`src/design/zefs_pkg.sv`:
```
// zefs_pkg: shared constants and types for the zip extra field scrubber.
// Record signatures, header lengths, status codes and record kinds.
// No dependencies.
`timescale 1ns / 1ps

package zefs_pkg;

  // Little-endian record signatures as assembled from four archive bytes
  localparam logic [31:0] SIG_LOCAL   = 32'h04034b50;
  localparam logic [31:0] SIG_CENTRAL = 32'h02014b50;
  localparam logic [31:0] SIG_END     = 32'h06054b50;
  localparam logic [31:0] SIG_SIGREC  = 32'h05054b50;

  localparam int          DESC_FLAG_BIT   = 3;
  localparam logic [5:0]  LOCAL_HDR_LEN   = 6'd30;
  localparam logic [5:0]  CENTRAL_HDR_LEN = 6'd46;
  localparam logic [5:0]  SIGREC_HDR_LEN  = 6'd6;
  localparam logic [5:0]  SIG_LEN         = 6'd4;
  localparam logic [7:0]  DESC_SKIP_RESET = 8'd24;

  // Header offset counter holds the record kind once a local or central header is done
  localparam logic [5:0]  KIND_LOCAL   = 6'd1;
  localparam logic [5:0]  KIND_CENTRAL = 6'd2;

  // Register map
  localparam logic        REG_DESC_SKIP = 1'b0;

  typedef enum logic [1:0] {
    ST_SCAN   = 2'd0,
    ST_FOUND  = 2'd1,
    ST_BADSIG = 2'd2,
    ST_NOEND  = 2'd3
  } status_t;

endpackage

```
`src/design/zip_extra_field_scrubber.sv`:
```
// zip_extra_field_scrubber: walks a zip archive byte stream and zeroes extra fields
// and central comments. Depends on zefs_pkg for signatures, lengths and status codes.
// Timing: one byte accepted per cycle when the output register is empty or drains;
// the result transaction is registered; the record walk is one state update per byte.
// Reset (rst_n low, synchronous): walk returns to signature collection, status to
// scanning, descriptor_skip to 24, output register empty.
`timescale 1ns / 1ps

module zip_extra_field_scrubber (
  input  logic        clk,
  input  logic        rst_n,
  // input channel
  input  logic        in_valid,
  output logic        in_ready,
  input  logic [7:0]  in_data_byte,
  input  logic        in_is_last,
  // result channel
  output logic        out_valid,
  input  logic        out_ready,
  output logic [7:0]  out_byte,
  output logic [1:0]  out_status,
  output logic        out_end_of_file,
  // configuration port
  input  logic        psel,
  input  logic        penable,
  input  logic        pwrite,
  input  logic [2:0]  paddr,
  input  logic [31:0] pwdata,
  output logic [31:0] prdata,
  output logic        pready
);

  import zefs_pkg::*;

  // Walk phases: signature collect, the three header kinds, the name,
  // the zeroed span (extra field, plus comment for central headers),
  // the passed body (file data or signature record payload) and done.
  typedef enum logic [2:0] {
    PH_SIG  = 3'd0,
    PH_LHDR = 3'd1,
    PH_CHDR = 3'd2,
    PH_SHDR = 3'd3,
    PH_NAME = 3'd4,
    PH_ZERO = 3'd5,
    PH_BODY = 3'd6,
    PH_DONE = 3'd7
  } phase_t;

  // ---------------------------------------------------------------------------
  // Walk state
  // ---------------------------------------------------------------------------
  phase_t      phase_r,    phase_nxt;
  logic [5:0]  hidx_r,     hidx_nxt;     // header offset, or record kind
  logic [31:0] sig_r,      sig_nxt;
  logic        dflag_r,    dflag_nxt;
  logic [31:0] comp_len_r, comp_len_nxt;
  logic [15:0] name_len_r, name_len_nxt;
  logic [15:0] extra_len_r, extra_len_nxt;
  logic [15:0] cmt_len_r,  cmt_len_nxt;  // also the signature record length
  logic [32:0] rem_r,      rem_nxt;
  status_t     status_r,   status_nxt;

  logic [7:0]  desc_skip_r;

  // Output register
  logic        out_valid_r;
  logic [7:0]  out_byte_r;
  status_t     out_status_r;
  logic        out_eof_r;

  logic        in_fire;
  logic        cfg_wr;
  logic [7:0]  ob;

  // Take a new transaction whenever the output register is empty or drains
  // in this same cycle.
  assign in_ready = !out_valid_r || out_ready;
  assign in_fire  = in_valid && in_ready;

  // ---------------------------------------------------------------------------
  // Configuration port: a single register, always ready
  // ---------------------------------------------------------------------------
  assign pready = 1'b1;
  assign cfg_wr = psel && penable && pwrite && (paddr[2] == REG_DESC_SKIP);
  assign prdata = (paddr[2] == REG_DESC_SKIP) ? {24'd0, desc_skip_r} : 32'd0;

  // ---------------------------------------------------------------------------
  // Per-byte walk update
  // ---------------------------------------------------------------------------
  always_comb begin
    logic        do_adv;
    logic        go_zero;
    logic        zero_exit;
    logic [16:0] zero_len;
    logic [32:0] body_len;
    logic [32:0] rem_dec;

    phase_nxt     = phase_r;
    hidx_nxt      = hidx_r;
    sig_nxt       = sig_r;
    dflag_nxt     = dflag_r;
    comp_len_nxt  = comp_len_r;
    name_len_nxt  = name_len_r;
    extra_len_nxt = extra_len_r;
    cmt_len_nxt   = cmt_len_r;
    rem_nxt       = rem_r;
    status_nxt    = status_r;
    ob            = in_data_byte;
    do_adv        = 1'b0;
    go_zero       = 1'b0;
    zero_exit     = 1'b0;
    zero_len      = 17'd0;
    body_len      = 33'd0;
    rem_dec       = (rem_r != 33'd0) ? rem_r - 33'd1 : rem_r;

    if (in_fire) begin
      case (phase_r)
        PH_SIG: begin
          // Shift in little-endian; decode on the fourth byte
          sig_nxt  = {in_data_byte, sig_r[31:8]};
          hidx_nxt = hidx_r + 6'd1;
          if (hidx_nxt == SIG_LEN) begin
            dflag_nxt     = 1'b0;
            comp_len_nxt  = 32'd0;
            name_len_nxt  = 16'd0;
            extra_len_nxt = 16'd0;
            cmt_len_nxt   = 16'd0;
            rem_nxt       = 33'd0;
            if (sig_nxt == SIG_LOCAL) begin
              phase_nxt = PH_LHDR;
            end else if (sig_nxt == SIG_CENTRAL) begin
              phase_nxt = PH_CHDR;
            end else if (sig_nxt == SIG_SIGREC) begin
              phase_nxt = PH_SHDR;
            end else if (sig_nxt == SIG_END) begin
              phase_nxt  = PH_DONE;
              status_nxt = ST_FOUND;
            end else begin
              // Unknown record: latch the error and stop walking
              phase_nxt  = PH_DONE;
              status_nxt = ST_BADSIG;
            end
          end
        end
        PH_LHDR: begin
          case (hidx_r)
            6'd6:  dflag_nxt = in_data_byte[DESC_FLAG_BIT];
            6'd18: comp_len_nxt[7:0]    = comp_len_r[7:0]    | in_data_byte;
            6'd19: comp_len_nxt[15:8]   = comp_len_r[15:8]   | in_data_byte;
            6'd20: comp_len_nxt[23:16]  = comp_len_r[23:16]  | in_data_byte;
            6'd21: comp_len_nxt[31:24]  = comp_len_r[31:24]  | in_data_byte;
            6'd26: name_len_nxt[7:0]    = name_len_r[7:0]    | in_data_byte;
            6'd27: name_len_nxt[15:8]   = name_len_r[15:8]   | in_data_byte;
            6'd28: extra_len_nxt[7:0]   = extra_len_r[7:0]   | in_data_byte;
            6'd29: extra_len_nxt[15:8]  = extra_len_r[15:8]  | in_data_byte;
            default: ;
          endcase
          hidx_nxt = hidx_r + 6'd1;
          if (hidx_r >= LOCAL_HDR_LEN - 6'd1) begin
            hidx_nxt = KIND_LOCAL;
            do_adv   = 1'b1;
          end
        end
        PH_CHDR: begin
          case (hidx_r)
            6'd28: name_len_nxt[7:0]    = name_len_r[7:0]    | in_data_byte;
            6'd29: name_len_nxt[15:8]   = name_len_r[15:8]   | in_data_byte;
            6'd30: extra_len_nxt[7:0]   = extra_len_r[7:0]   | in_data_byte;
            6'd31: extra_len_nxt[15:8]  = extra_len_r[15:8]  | in_data_byte;
            6'd32: cmt_len_nxt[7:0]     = cmt_len_r[7:0]     | in_data_byte;
            6'd33: cmt_len_nxt[15:8]    = cmt_len_r[15:8]    | in_data_byte;
            default: ;
          endcase
          hidx_nxt = hidx_r + 6'd1;
          if (hidx_r >= CENTRAL_HDR_LEN - 6'd1) begin
            hidx_nxt = KIND_CENTRAL;
            do_adv   = 1'b1;
          end
        end
        PH_SHDR: begin
          case (hidx_r)
            6'd4:  cmt_len_nxt[7:0]  = cmt_len_r[7:0]  | in_data_byte;
            6'd5:  cmt_len_nxt[15:8] = cmt_len_r[15:8] | in_data_byte;
            default: ;
          endcase
          hidx_nxt = hidx_r + 6'd1;
          if (hidx_r >= SIGREC_HDR_LEN - 6'd1) begin
            do_adv = 1'b1;
          end
        end
        PH_NAME, PH_ZERO, PH_BODY: begin
          if (phase_r == PH_ZERO) begin
            ob = 8'd0;
          end
          rem_nxt = rem_dec;
          if (rem_dec == 33'd0) begin
            do_adv = 1'b1;
          end
        end
        default: ;
      endcase

      // Move to the next segment, skipping empty ones in the same cycle
      if (do_adv) begin
        case (phase_r)
          PH_LHDR, PH_CHDR: begin
            if (name_len_nxt != 16'd0) begin
              phase_nxt = PH_NAME;
              rem_nxt   = {17'd0, name_len_nxt};
            end else begin
              go_zero = 1'b1;
            end
          end
          PH_NAME: go_zero = 1'b1;
          PH_ZERO: zero_exit = 1'b1;
          PH_SHDR: begin
            rem_nxt   = {17'd0, cmt_len_nxt};
            phase_nxt = (cmt_len_nxt != 16'd0) ? PH_BODY : PH_SIG;
          end
          PH_BODY: phase_nxt = PH_SIG;
          default: ;
        endcase

        if (go_zero) begin
          zero_len = {1'b0, extra_len_nxt} +
                     ((hidx_nxt == KIND_CENTRAL) ? {1'b0, cmt_len_nxt} : 17'd0);
          rem_nxt  = {16'd0, zero_len};
          if (zero_len != 17'd0) begin
            phase_nxt = PH_ZERO;
          end else begin
            zero_exit = 1'b1;
          end
        end

        if (zero_exit) begin
          if (hidx_nxt == KIND_LOCAL) begin
            body_len  = {1'b0, comp_len_nxt} +
                        (dflag_nxt ? {25'd0, desc_skip_r} : 33'd0);
            rem_nxt   = body_len;
            phase_nxt = (body_len != 33'd0) ? PH_BODY : PH_SIG;
          end else begin
            phase_nxt = PH_SIG;
          end
        end

        if (phase_nxt == PH_SIG) begin
          hidx_nxt = 6'd0;
          sig_nxt  = 32'd0;
        end
      end

      // Archive ended mid-walk: flag the missing end record and stop
      if (in_is_last && (status_nxt == ST_SCAN)) begin
        status_nxt = ST_NOEND;
        phase_nxt  = PH_DONE;
      end
    end
  end

  // ---------------------------------------------------------------------------
  // State, configuration and output register
  // ---------------------------------------------------------------------------
  always_ff @(posedge clk) begin
    if (!rst_n) begin
      phase_r     <= PH_SIG;
      hidx_r      <= 6'd0;
      sig_r       <= 32'd0;
      dflag_r     <= 1'b0;
      comp_len_r  <= 32'd0;
      name_len_r  <= 16'd0;
      extra_len_r <= 16'd0;
      cmt_len_r   <= 16'd0;
      rem_r       <= 33'd0;
      status_r    <= ST_SCAN;
      desc_skip_r <= DESC_SKIP_RESET;
      out_valid_r <= 1'b0;
    end else begin
      phase_r     <= phase_nxt;
      hidx_r      <= hidx_nxt;
      sig_r       <= sig_nxt;
      dflag_r     <= dflag_nxt;
      comp_len_r  <= comp_len_nxt;
      name_len_r  <= name_len_nxt;
      extra_len_r <= extra_len_nxt;
      cmt_len_r   <= cmt_len_nxt;
      rem_r       <= rem_nxt;
      status_r    <= status_nxt;
      if (cfg_wr) begin
        desc_skip_r <= pwdata[7:0];
      end
      // Load a fresh result, or drop the one just taken
      if (in_fire) begin
        out_valid_r  <= 1'b1;
        out_byte_r   <= ob;
        out_status_r <= status_nxt;
        out_eof_r    <= in_is_last;
      end else if (out_ready) begin
        out_valid_r <= 1'b0;
      end
    end
  end

  assign out_valid       = out_valid_r;
  assign out_byte        = out_byte_r;
  assign out_status      = out_status_r;
  assign out_end_of_file = out_eof_r;

`ifndef SYNTH
  // A final status never changes until reset
  a_status_sticky: assert property (@(posedge clk) disable iff (!rst_n)
    (status_r != ST_SCAN) |=> (status_r == $past(status_r)))
    else $error("final status changed");

  // Any final status means the walk has stopped
  a_status_done: assert property (@(posedge clk) disable iff (!rst_n)
    (status_r != ST_SCAN) |-> (phase_r == PH_DONE))
    else $error("final status while still walking");

  // Segment phases always have bytes left to count
  a_rem_nonzero: assert property (@(posedge clk) disable iff (!rst_n)
    (phase_r == PH_NAME || phase_r == PH_ZERO || phase_r == PH_BODY) |->
    (rem_r != 33'd0))
    else $error("segment phase with empty count");

  // A byte taken inside the zeroed span leaves as zero
  a_zero_span: assert property (@(posedge clk) disable iff (!rst_n)
    (in_fire && phase_r == PH_ZERO) |=> (out_valid_r && out_byte_r == 8'd0))
    else $error("extra field byte not cleared");
`endif

endmodule
```
`config.mk`:
```
export PLATFORM = sky130hd
export DESIGN_NAME = zip_extra_field_scrubber
export DESIGN_NICKNAME = d
export VERILOG_FILES = /design/src/design/zefs_pkg.sv /design/src/design/zip_extra_field_scrubber.sv
export SDC_FILE = /design/constraint.sdc
export NUM_CORES = 1
export LEC_CHECK = 0
export BUFFER_PORTS_ARGS = -buffer_cell sky130_fd_sc_hd__buf_4
export CORE_MARGIN = 1.5
export CORE_UTILIZATION = 50
export DETAILED_ROUTE_END_ITERATION = 8
export GPL_ROUTABILITY_DRIVEN = 0
export HOLD_SLACK_MARGIN = 0.12
export PLACE_DENSITY = 0.68
export SYNTH_ARGS = -nofsm -noshare
export SYNTH_HDL_FRONTEND = slang
export SYNTH_SLANG_ARGS = --single-unit
```
`constraint.sdc`:
```
create_clock -name clk -period 7.8 [get_ports clk]
set_input_delay 0.78 -clock clk [delete_from_list [all_inputs] [get_ports clk]]
set_output_delay 0.78 -clock clk [all_outputs]
set_load 0.05 [all_outputs]
```
After elaboration in Yosys (flattened, before gate mapping)

Cells that the tools add are included.

Add/subtract/negate cells: 4
$lt $le $gt $ge: 3
Eq/ne operators: 28
Muxes and demuxes: 98
Bitwise operators: 11
Reductions and logical operators: 21

Operators with widths:

| kind                                                                 | number |
|---|---|
| 33-bit 2-to-1 mux                                                    | 7 |
| 32-bit 2-to-1 mux                                                    | 5 |
| 8-bit 2-to-1 mux                                                     | 20 |
| 16-bit case mux with 3 select lines                                  | 3 |
| 33-bit case mux with 2 select lines                                  | 2 |
| 16-bit 2-to-1 mux                                                    | 7 |
| 32-bit by 27-bit == test with 1-bit output, second input constant    | 3 |
| 8-bit OR                                                             | 10 |
| 33-bit nonzero test                                                  | 2 |
| 32-bit case mux with 2 select lines                                  | 1 |
| 6-bit by 5-bit == test with 1-bit output, second input constant      | 10 |
| 3-bit 2-to-1 mux                                                     | 16 |
| 32-bit by 8-bit adder with 33-bit output                             | 1 |
| 33-bit logical NOT                                                   | 1 |
| 33-bit by 1-bit subtractor with 33-bit output, second input constant | 1 |
| 32-bit by 26-bit == test with 1-bit output, second input constant    | 1 |
| 16-bit nonzero test                                                  | 2 |
| 6-bit 2-to-1 mux                                                     | 5 |
| 6-bit by 3-bit == test with 1-bit output, second input constant      | 4 |
| 1-bit 2-to-1 mux                                                     | 18 |
| 2-bit 2-to-1 mux                                                     | 9 |
| 6-bit case mux with 3 select lines                                   | 1 |
| 16-bit by 16-bit adder with 17-bit output                            | 1 |
| 17-bit nonzero test                                                  | 1 |
| 23 further kinds                                                     | 34 |

Register bits after elaboration: 177
Bits of input ports: 51
Output and inout port bits: 46
Word-level logic and storage cells: 180

Depth between registers and ports, before layout

Word-level depth: 19
Gate-level depth with buffers: 28
Depth with buffers taken out: 23

Worst setup path after synthesis

OpenSTA, ideal clock, no wires.

Path type: register to register
Start point: register hidx_r[2]
End point: register rem_r[0]
Library setup time: 115 ps
Arrival: 5560 ps
Data required time: 7685 ps
Setup slack: 2125 ps
Cell stages (with the launch flop): 24
Path buffers: 7
Clock period less this slack: 5675 ps
Cells stage by stage: dfxtp_1 > clkbuf_1 > or4_1 > clkbuf_1 > nor3_1 > buf_2 > buf_2 > buf_1 > nor2_1 > ha_1 > fa_1 > a21oi_1 > o22a_1 > o31ai_1 > o32ai_1 > mux2i_1 > nor3_1 > and4_1 > clkbuf_1 > o21ai_1 > clkbuf_1 > mux2i_1 > o221ai_1 > and2_1

Longest elaborated chain between the ends: 15
Elaborated cells between the ends (all ways): 79

RTL lines:

| item                                                                                               | line                            | text |
|---|---|---|
| from (decl)                                                                                        | zip_extra_field_scrubber.sv:53  | `logic [5:0] hidx_r, hidx_nxt;` |
| from (signal assigned)                                                                             | zip_extra_field_scrubber.sv:279 | `hidx_r <= hidx_nxt;` |
| parallel branches: the longest is 14 deep, another holds 16-bit by 16-bit adder with 17-bit output | --                              |  |
| 33-bit 2-to-1 mux *                                                                                | zip_extra_field_scrubber.sv:204 | `if (do_adv) begin` |
| to (signal assigned)                                                                               | zip_extra_field_scrubber.sv:286 | `rem_r <= rem_nxt;` |
| to (decl)                                                                                          | zip_extra_field_scrubber.sv:60  | `logic [32:0] rem_r, rem_nxt;` |

Mark *: on every way between the ends. The select of a mux whose other input is x is not followed.
A chain may end at the register's enable or synchronous reset.

Final worst setup path

Start point: register hidx_r[1]
End point: register hidx_r[3]

Longest elaborated chain between the ends: 19
Elaborated cells between the ends (all ways): 94

RTL lines:

| item                                                                                               | line |
|---|---|
| parallel branches: the longest is 18 deep, another holds 16-bit by 16-bit adder with 17-bit output | -- |
| 6-bit 2-to-1 mux *                                                                                 | zip_extra_field_scrubber.sv:204 |

Marked as above.

==> reports/results.txt <==
Largest net degree at the start of global routing: 71
Detailed Route Iter0 Violations: 1499
Critical path type: register to register
Worst slack, placed: 895.6 ps
Max-cap viol count: 0
Setup tns final: 0 ps
Starting Density: 50.91%
Hold endpoint: sig_r[12]$_SDFFE_PN0P_
Worst R2R Path Depth: 24
CTS clk-pin slew, worst paths: 80 ps
Yosys cell types: 86
Post-route setup slack: 674.8 ps
Max IR drop VDD: 0.0001324 V
Outcome: completed
Req. time, crit path: 8140 ps
Total power: 2356 µW
PostCTS Resize Cnt: 0
CTS Buffer Depth: 2
Slowest-stage cell, CP: a21oi_1
Flop pwr share: 39.7%
Clock sink count: 169
Final Cycle Share: 91.35%
Clk_skew: 18.28 ps
Gr busiest metal: met2
Initial antenna violation count: 0
Nets: 1752
Synth cell count leaders: nand2_1, a21oi_1, nor2_1
EDFF count, synth: 11
Postcts setup bufs: 0
Min cycle time layout: 7125 ps
Psw: 856.7 µW
Internal power: 1500 µW
Register Area: 3493 µm²
CP dominant cell by count: a21oi_1
Setup crit end kind: register
Mean area per synthesized cell: 7.254 µm²
GRT overflow: 0
Synthesis-stage register bit count: 169
Worst hold path depth: 2
Crit path max-delay family: compound AO/OA/AOI/OAI gates
First-pass GRT wire length: 63430 µm
Hold_sp: sig_r[12]$_SDFFE_PN0P_
DRT antenna net count: 0
Synth Warn #: 0
Synth Instances: 1707
Drt wl/cell: 20.10 µm
DP HPWL: 28320 µm
WP buf/inv: 3
Vias in the first global route: 11451
Total number of vias: 12986
Reg-to-reg critical path startpoint: hidx_r[1]$_SDFFE_PN0P_
Critical Path, Cell by Cell: inv_1 -> ha_1 -> nand2b_1 -> a41oi_1 -> nand2b_1 -> a21oi_1 -> a311oi_1 -> inv_1 -> nand3_1 -> nor2_1 -> ha_1 -> fa_1 -> a21oi_1 -> o22a_1 -> o31ai_1 -> o32ai_1 -> mux2i_1 -> nor3_1 -> and4_1 -> o21ai_2 -> buf_4 -> a21oi_1 -> o21ai_0 -> o32ai_1
Most common cell in the netlist: nand2_1
Netlist Area Pre-Place: 12380 µm²
Hold Vio Cnt, Final: 0
Ports: 97
Placed cells: 1975
Slew HR: 22.03%
H-tree depth: 4
HP Class: register to register
I/O Buffers: 45
CTS Hold Buffers Added: 0
Main area contributors after synthesis: dfxtp_1, nand2_1, a21oi_1, nor2_1, o21ai_0
FF-to-FF End: hidx_r[3]$_SDFFE_PN0P_
Final Max Tran Viols: 0
Met3 Usage GRT: 3.926%
Cell Count, Final, Fillers Out: 2007
GRT Resource Usage Total: 30.83%
Crit path DAT: 7470 ps
Crit path max fanout: 32
Grt met1 use: 44.41%
DIE WIDTH: 160.4 µm
Startpoint Class: register
Switching fraction of total power: 36.36%
Share of layout cells above drive strength 1: 9.566%
RSZ-0062 raised after global routing: false
Highest Clock Rate: 140.3 MHz
Area of the multi-input gates: 8213 µm²
Full die area: 25720 µm²
Met2 Resource Use GR: 46.98%
Area leader, netlist: dfxtp_1
Power share of the clock group: 36.9%
P_leak: 0.005063 µW
Async SR Flop Fraction: 0%
Num rows: 57
Die Height: 160.4 µm
TritonCTS clock tree: yes
FILL cells: 2331
Synthesis-to-finish area growth: 7.933%
R2R Setup Slk: 670 ps
Pwr/cell area: 176.3 nW/µm²
Hold_ws: 441.7 ps
Logic pwr share: 23.4%
Worst slew pin tran: 1167 ps
Core ar.: 24320 µm²
DRC Markers: 0
Synth top area share: 25.55%
Slowest stage delay, CP: 590 ps
CTS Buf Count: 17
Post-synth top flop: dfxtp_1
Seq/Total Area, Yosys: 28.21%
Vias per cell: 6.470
Clk_lat worst skew: 450 ps
Ant. Diodes: 0
Final wirelength: 40350 µm
Final setup viols: 0
Clock root cell: clkbuf_16
DRT Pass-1 Iters: 8
## logic make-up after synthesis
family	count (synthesis)	synth area share [%]
AO/OA/AOI/OAI	554	29.41
XOR/XNOR	42	2.971
adder cells (fa/ha/maj)	31	3.254
buffers and inverters	180	6.447
flip-flops	169	28.21
multiplexers	20	1.637
other	2	0.06065
AND/OR/NAND/NOR	709	28.01
## worst register-to-register path, cell delays in order, from the launching register on
cell and delay (ps):
dfxtp_1 380, inv_1 110, ha_1 480, nand2b_1 310, a41oi_1 270, nand2b_1 210, a21oi_1 110, a311oi_1 350
inv_1 80, nand3_1 530, nor2_1 120, ha_1 240, fa_1 430, a21oi_1 220, o22a_1 240, o31ai_1 120
o32ai_1 540, mux2i_1 150, nor3_1 210, and4_1 410, o21ai_2 130, buf_4 270, a21oi_1 590, o21ai_0 210
o32ai_1 310
## registers in the layout (all words and copies together) (netlist names), 3 cells and up
name         cells
extra_len_r     16
cmt_len_r       16
hidx_r           6
sig_r           24
comp_len_r      32
rem_r           33
out_byte         8
name_len_r      16
phase_r          3
desc_skip_r      8
## layout make-up
cell class / instances / share of cell area, %
Timing Repair Buffer: 75 / 4.213
Clock buffer: 17 / 3.183
Sequential cell: 169 / 26.14
Clock inverter: 15 / 1.245
Inverter: 26 / 0.7303
Multi-Input combinational cell: 1381 / 61.45
Tap cell: 324 / 3.033
## how the worst max path moves through the flow
stage | start | end | slack [ps] | cells past startpoint
global route | hidx_r[1]$_SDFFE_PN0P_ | hidx_r[3]$_SDFFE_PN0P_ | 200 | 24
finish | hidx_r[1]$_SDFFE_PN0P_ | hidx_r[3]$_SDFFE_PN0P_ | 670 | 24
global placement | hidx_r[1]$_SDFFE_PN0P_ | hidx_r[3]$_SDFFE_PN0P_ | 1070 | 24
detailed placement | hidx_r[1]$_SDFFE_PN0P_ | hidx_r[3]$_SDFFE_PN0P_ | 900 | 24
CTS | hidx_r[1]$_SDFFE_PN0P_ | hidx_r[3]$_SDFFE_PN0P_ | 780 | 24
floorplan | hidx_r[2]$_SDFFE_PN0P_ | rem_r[0]$_SDFFE_PN0P_ | 2120 | 23
## power by group through the flow
stage,Combinational [µW],Clock (µW),Sequential (µW)
final,550,870,936
after global routing,590,906,940
after CTS,536,874,935
after detailed placement,534,0,955
after global placement,528,0,954
after floorplan,398,0,951
## per-stage QoR
step | area [µm²] | util, %
finish | 13360 | 54.95
global route | 13360 | 54.95
CTS | 13360 | 54.95
detailed placement | 12770 | 52.52
global placement | 12770 | 52.52
floorplan | 12470 | -
## placed cells by master, fill, tap and decap left out, types with 14 or more instances in the layout
master,netlist,routed
a21boi_0,46,46
a21oi_1,173,173
a31oi_1,20,20
a41oi_1,14,14
and2_1,32,31
and3_1,14,14
buf_4,26,75
clkbuf_16,0,17
conb_1,2,25
dfxtp_1,158,158
ha_1,29,29
inv_1,25,25
mux2i_1,18,18
nand2_1,244,243
nand3_1,38,38
nand4_1,21,21
nor2_1,170,170
nor2b_1,32,32
nor3_1,35,34
nor4_1,38,38
o21ai_0,111,110
o21ai_2,20,22
xnor2_1,25,25
xor2_1,17,17
## per-layer routing
| metal | routed length (µm) | share of wire, % |
|---|---|---|
| met4 | 1418 | 3.5 |
| met3 | 3756 | 9.3 |
| met5 | 0 | 0 |
| met1 | 17700 | 44 |
| met2 | 17470 | 43 |
(Power assumes the default switching activity.)
